===== config.mk =====
export PLATFORM = sky130hd
export DESIGN_NAME = jve_divider
export DESIGN_NICKNAME = d
export VERILOG_FILES = /design/src/rtl/jve_divider.sv
export SDC_FILE = /design/constraint.sdc
export NUM_CORES = 1
export LEC_CHECK = 0
export BUFFER_PORTS_ARGS = -buffer_cell sky130_fd_sc_hd__buf_2
export CORE_MARGIN = 2
export CORE_UTILIZATION = 40
export CTS_CLUSTER_DIAMETER = 200
export DETAILED_ROUTE_END_ITERATION = 7
export PLACE_DENSITY = 0.55
export SETUP_SLACK_MARGIN = 0.2
export SLEW_MARGIN = 10
export SYNTH_ARGS = -nofsm -noshare
export SYNTH_HDL_FRONTEND = slang
export SYNTH_SLANG_ARGS = --single-unit

===== constraint.sdc =====
create_clock -name clock -period 7.2 [get_ports clock]
set_input_delay 0.72 -clock clock [delete_from_list [all_inputs] [get_ports clock]]
set_output_delay 0.72 -clock clock [all_outputs]
set_load 0.02 [all_outputs]

===== src/rtl/jve_divider.sv =====
`timescale 1ns / 1ps
// ----------------------------------------------------------------------------
// Joint velocity estimator divider
// Signed dividend over unsigned divisor, rounded to nearest with ties away
// from zero; one quotient bit per cycle.
// ----------------------------------------------------------------------------
module jve_divider (
   input  logic               clock,
   input  logic               reset,
   input  logic               start,
   input  logic signed [79:0] num,
   input  logic        [39:0] den,
   output logic               done,
   output logic signed [79:0] quo
);
   logic [79:0] mag_ff, mag_in;
   logic [80:0] rem_ff, rem_in;
   logic [6:0]  cnt_ff, cnt_in;
   logic        neg_ff, neg_in;
   logic        busy_ff, busy_in;
   logic [39:0] den_ff, den_in;
   logic [80:0] trial;
   logic [79:0] mag_abs;
   logic        done_ff, done_in;

   always_comb begin
      mag_abs = num[79] ? 80'(-num) : 80'(num);
      mag_in = mag_ff;
      rem_in = rem_ff;
      cnt_in = cnt_ff;
      neg_in = neg_ff;
      busy_in = busy_ff;
      den_in = den_ff;
      done_in = 1'b0;
      trial = {rem_ff[79:0], mag_ff[79]};
      if (start) begin
         // Bias by half the divisor so truncation gives a rounded quotient.
         mag_in = mag_abs + 80'(den >> 1);
         rem_in = '0;
         cnt_in = 7'd80;
         neg_in = num[79];
         busy_in = 1'b1;
         den_in = den;
      end else if (busy_ff) begin
         if (trial >= 81'(den_ff)) begin
            rem_in = trial - 81'(den_ff);
            mag_in = {mag_ff[78:0], 1'b1};
         end else begin
            rem_in = trial;
            mag_in = {mag_ff[78:0], 1'b0};
         end
         cnt_in = cnt_ff - 7'd1;
         if (cnt_ff == 7'd1) begin
            busy_in = 1'b0;
            done_in = 1'b1;
         end
      end
   end

   // The quotient register holds the final value while done is high.
   assign quo = neg_ff ? -$signed(mag_ff) : $signed(mag_ff);
   assign done = done_ff;

   always_ff @(posedge clock) begin
      if (reset) begin
         busy_ff <= 1'b0;
         cnt_ff <= '0;
         done_ff <= 1'b0;
      end else begin
         busy_ff <= busy_in;
         cnt_ff <= cnt_in;
         done_ff <= done_in;
      end
      mag_ff <= mag_in;
      rem_ff <= rem_in;
      neg_ff <= neg_in;
      den_ff <= den_in;
   end
endmodule


==> flow_results.xml <==
<?xml version="1.0" encoding="UTF-8"?>
<metrics>
  <group name="clocking">
    <metric name="numCtsBuffers" unit="">27</metric>
    <metric name="cts-hold-fix-buffers" unit="">0</metric>
    <metric name="htree_levels" unit="">1</metric>
    <metric name="cts-root-to-sink-buffers" unit="">3</metric>
    <metric name="numClockSinks" unit="">210</metric>
    <metric name="clkLatencyLatePin" unit="ns">0.57</metric>
    <metric name="tritoncts_clock_tree" unit="">built</metric>
    <metric name="cts.reportedPaths.clkPinSlew" unit="ns">0.06</metric>
    <metric name="cts_post_setup_buffers_inserted" unit="">0</metric>
    <metric name="number_of_gates_resized_after_cts" unit="">0</metric>
    <metric name="clock_root_buffer" unit="">sky130_fd_sc_hd__clkbuf_16</metric>
  </group>
  <group name="yosys">
    <metric name="synth.mux.area_fraction" unit="%">3.538</metric>
    <metric name="async_flop_share" unit="%">0</metric>
    <metric name="synth-edff-count" unit="">121</metric>
    <metric name="synth.net_count" unit="">2420</metric>
    <metric name="synth_xor_area_share" unit="%">13.79</metric>
    <metric name="synth.largest_area_cell" unit="">sky130_fd_sc_hd__edfxtp_1</metric>
    <metric name="yosys.area.top_type_share" unit="%">19.87</metric>
    <metric name="synth_fa_ha_area_share" unit="%">5.967</metric>
    <metric name="synth_cells" unit="">2211</metric>
    <metric name="dominant_combinational_cell_family_by_area_after_synthesis" unit="">simple AND/OR/NAND/NOR gates</metric>
    <metric name="commonest_register_cell_after_synthesis" unit="">sky130_fd_sc_hd__edfxtp_1</metric>
    <metric name="seq_total_area_yosys" unit="%">29.62</metric>
    <metric name="syn_area" unit="um2">18290</metric>
    <metric name="synth_area_per_cell" unit="um2">8.270</metric>
    <metric name="synth_area_leaders" unit="">sky130_fd_sc_hd__edfxtp_1, sky130_fd_sc_hd__xnor2_1, sky130_fd_sc_hd__dfxtp_1</metric>
    <metric name="synth_compound_area_share" unit="%">20.51</metric>
    <metric name="synth-warning-count" unit="">0</metric>
    <metric name="synth_cell_type_count" unit="">81</metric>
    <metric name="synth_simple_gate_area_share" unit="%">22.34</metric>
    <metric name="yosys_register_bits" unit="">210</metric>
  </group>
  <group name="place">
    <metric name="place_hpwl" unit="mm">46.47</metric>
    <metric name="gpl.final_weighted_congestion" unit="">0.9541</metric>
    <metric name="buffer_ports.inserted" unit="">203</metric>
    <metric name="numPlacedInstances" unit="">2917</metric>
    <metric name="placement.setup.worst_slack" unit="ns">0.5869</metric>
  </group>
  <group name="timing">
    <metric name="slew-limit-headroom" unit="%">24.78</metric>
    <metric name="achievable-frequency" unit="GHz">0.1628</metric>
    <metric name="setup_ws" unit="ns">1.057</metric>
    <metric name="period_needed" unit="ns">6.143</metric>
    <metric name="setup_repair_after_global_routing_missed_its_margin" unit="">no</metric>
    <metric name="slew_worst_pin" unit="ns">1.128</metric>
    <metric name="finalCritPeriodShare" unit="%">85.33</metric>
    <metric name="slew_viol_final" unit="">0</metric>
    <metric name="finalSetupTns" unit="ns">0</metric>
    <metric name="final_hold_viol_count" unit="">0</metric>
    <metric name="timing.clock.skew" unit="ns">0.01820</metric>
    <metric name="report.final.setup_viol" unit="">0</metric>
    <metric name="fin_worst_hold_slack" unit="ns">0.3612</metric>
  </group>
  <group name="drt">
    <metric name="avgViaCountPerCell" unit="">5.852</metric>
    <metric name="first_iter_violations" unit="">1360</metric>
    <metric name="ant_nets" unit="">0</metric>
    <metric name="detail_route.drc_violations" unit="">0</metric>
    <metric name="wire_per_inst" unit="um">20.23</metric>
    <metric name="routed_wirelength" unit="mm">60.13</metric>
    <metric name="detailedRoute.firstPassIterationCount" unit="">5</metric>
    <metric name="routed_via_count" unit="">17391</metric>
  </group>
  <group name="layout">
    <metric name="final_core_utilization" unit="%">45.74</metric>
    <metric name="area_growth" unit="%">13.29</metric>
    <metric name="post_route_cells_drive_above_1_share" unit="%">15.43</metric>
    <metric name="nNetsFinal" unit="">2555</metric>
    <metric name="finish.cell_count_without_fillers" unit="">2972</metric>
  </group>
  <group name="setup_path">
    <metric name="crit_path_top_delay_cell" unit="">sky130_fd_sc_hd__or4_1</metric>
    <metric name="worstPathCellList" unit="">buf_2, or3_1, or4_1, or4_1, or3_1, o41ai_1, xnor2_1, ha_1, nand4_1, nor3_1, o211ai_1, o211ai_1, a31oi_1, o21ai_0, nor4_1, buf_4, or2_2, or2_4, a311o_1</metric>
    <metric name="cp_max_fo" unit="">8</metric>
    <metric name="highest_cell_delay_on_the_worst_timing_path" unit="ns">0.61</metric>
    <metric name="timing.critical_path.arrival" unit="ns">6.44</metric>
    <metric name="endpoint_kind_of_the_worst_setup_timing_path" unit="">flop</metric>
    <metric name="worstSetupPathType" unit="">in -&gt; reg</metric>
    <metric name="critical_path_required" unit="ns">7.50</metric>
    <metric name="critical_path.startpoint_type" unit="">input pin</metric>
  </group>
  <group name="min_path">
    <metric name="worst_hold_path_type" unit="">in -&gt; reg</metric>
  </group>
  <group name="pwr">
    <metric name="static-leakage-power" unit="nW">7.702</metric>
    <metric name="powerDensity" unit="nW/um2">231.2</metric>
    <metric name="peakVddDrop" unit="mV">0.1818</metric>
  </group>
  <group name="die">
    <metric name="floorplan.rows" unit="">78</metric>
    <metric name="core" unit="um2">45280</metric>
    <metric name="io-pin-count" unit="">204</metric>
    <metric name="initial_utilization" unit="%">40.38</metric>
    <metric name="die_height" unit="um">217.8</metric>
    <metric name="die_w" unit="um">217.8</metric>
    <metric name="dieArea" unit="um2">47440</metric>
  </group>
  <group name="run_status">
    <metric name="run_status" unit="">completed</metric>
  </group>
  <group name="flow_run">
    <metric name="drv_cap" unit="">0</metric>
  </group>
  <group name="grt">
    <metric name="overall_global_routing_usage" unit="%">25.00</metric>
    <metric name="grt_pass1_wl" unit="mm">94.40</metric>
    <metric name="grt_start_max_net_pins" unit="">76</metric>
    <metric name="antenna_found_initial" unit="">6</metric>
    <metric name="gr-total-overflow" unit="">0</metric>
    <metric name="first_global_vias" unit="">16691</metric>
  </group>
</metrics>
[through the flow]
stage | total power [mW] | area (um2)
final | 4.788 | 20710
after global routing | 5.062 | 20700
after CTS | 4.811 | 20700
after detailed placement | 3.337 | 19760
after global placement | 3.332 | 19760
after floorplan | 2.827 | 18290
[critical path, delay by kind of cell]
| kind | cells | cell delay (ns) |
|---|---|---|
| AOI/OAI and AO/OA | 6 | 1.50 |
| xor gates and xnor gates | 1 | 0.17 |
| adders and majority gates | 1 | 0.37 |
| buffers and inverters | 2 | 0.29 |
| and+or+nand+nor | 9 | 3.39 |
[cell usage in the layout (no fill, tap or decap), drive strengths merged, types with 7 or more instances in the layout]
| cell | synthesis | layout |
|---|---|---|
| o41ai | 31 | 31 |
| nand3 | 43 | 43 |
| nand2b | 23 | 23 |
| clkbuf | 100 | 37 |
| or3 | 42 | 42 |
| a21o | 33 | 33 |
| a311oi | 28 | 28 |
| o21ai | 146 | 146 |
| ha | 84 | 84 |
| edfxtp | 121 | 121 |
| o211ai | 10 | 10 |
| a31oi | 7 | 7 |
| nor2 | 172 | 172 |
| xnor2 | 211 | 211 |
| o31ai | 53 | 53 |
| and2 | 11 | 11 |
| buf | 15 | 221 |
| nand2 | 222 | 222 |
| or4 | 35 | 35 |
| nand4 | 36 | 36 |
| nor4 | 52 | 52 |
| xor2 | 77 | 77 |
| o21a | 9 | 9 |
| nor2b | 14 | 14 |
| nor4b | 11 | 11 |
| a41oi | 7 | 7 |
| mux2 | 53 | 53 |
| and3 | 14 | 14 |
| nor3 | 77 | 77 |
| a21oi | 129 | 129 |
| a211oi | 44 | 44 |
| o21bai | 12 | 12 |
| or2 | 27 | 27 |
| inv | 83 | 82 |
| clkinv | 1 | 10 |
| dfxtp | 89 | 89 |
[cell type report]
class                      count  area [um2]
sequential                   210        5419
clock inverter                12       156.4
inverter                      84       316.6
timing repair buffer         221        1157
multi-input combinational   1802       12110
tap                          600       750.7
clock buffer                  37       785.8
antenna                        6       15.01
fill                        4523       24570
[final timing paths]
kind         slack (ns)  cells past startpoint  startpoint          to
min                0.36                      1     den[28]  den_ff[28]
min reg2reg        0.47                      2  rem_ff[79]  rem_ff[79]
max                1.06                     19      num[2]  mag_ff[67]
max reg2reg        2.65                     13   den_ff[2]  rem_ff[66]
[per-layer routing]
metal  up-vias  routed length [um]  global-route usage [%]
li1       8452                   -                       -
met1      8329               27870                   34.82
met2       522               27200                   40.05
met3        88                3363                   3.794
met4         0                1695                   7.143
met5         -                   0                       0
[logic make-up (layout without fill, tap and decap cells)]
group / after synthesis / in the layout
buffers and inverters: 199 / 354
flip-flops: 210 / 210
adder cells (fa/ha/maj): 86 / 86
AO/OA/AOI/OAI: 566 / 566
AND/OR/NAND/NOR: 804 / 804
XOR/XNOR: 288 / 288
other: 0 / 6
multiplexers: 58 / 58
[Yosys cell counts, types with 32 or more instances]
cell,count
sky130_fd_sc_hd__nand2_1,221
sky130_fd_sc_hd__xnor2_1,211
sky130_fd_sc_hd__nor2_1,172
sky130_fd_sc_hd__o21ai_0,146
sky130_fd_sc_hd__a21oi_1,129
sky130_fd_sc_hd__edfxtp_1,121
sky130_fd_sc_hd__clkbuf_1,100
sky130_fd_sc_hd__dfxtp_1,89
sky130_fd_sc_hd__ha_1,84
sky130_fd_sc_hd__inv_1,83
sky130_fd_sc_hd__nor3_1,77
sky130_fd_sc_hd__xor2_1,77
sky130_fd_sc_hd__mux2_2,53
sky130_fd_sc_hd__o31ai_1,52
sky130_fd_sc_hd__nor4_1,51
sky130_fd_sc_hd__a211oi_1,44
sky130_fd_sc_hd__nand3_1,43
sky130_fd_sc_hd__or3_1,42
sky130_fd_sc_hd__nand4_1,36
sky130_fd_sc_hd__a21o_1,33
sky130_fd_sc_hd__or4_1,32
[state kept, by name, indices dropped and copies added, names as in the netlist]
signal   count
den_ff      40
cnt_ff       7
neg_ff       1
rem_ff      80
mag_ff      80
done         1
busy_ff      1
[report_power, final]
group	switching, mW	internal (mW)	total (mW)
Clock	0.548	0.899	1.45
Sequential	0.171	1.45	1.63
Combinational	1.03	0.686	1.72
Total	1.75	3.04	4.79
(Power assumes the default switching activity.)
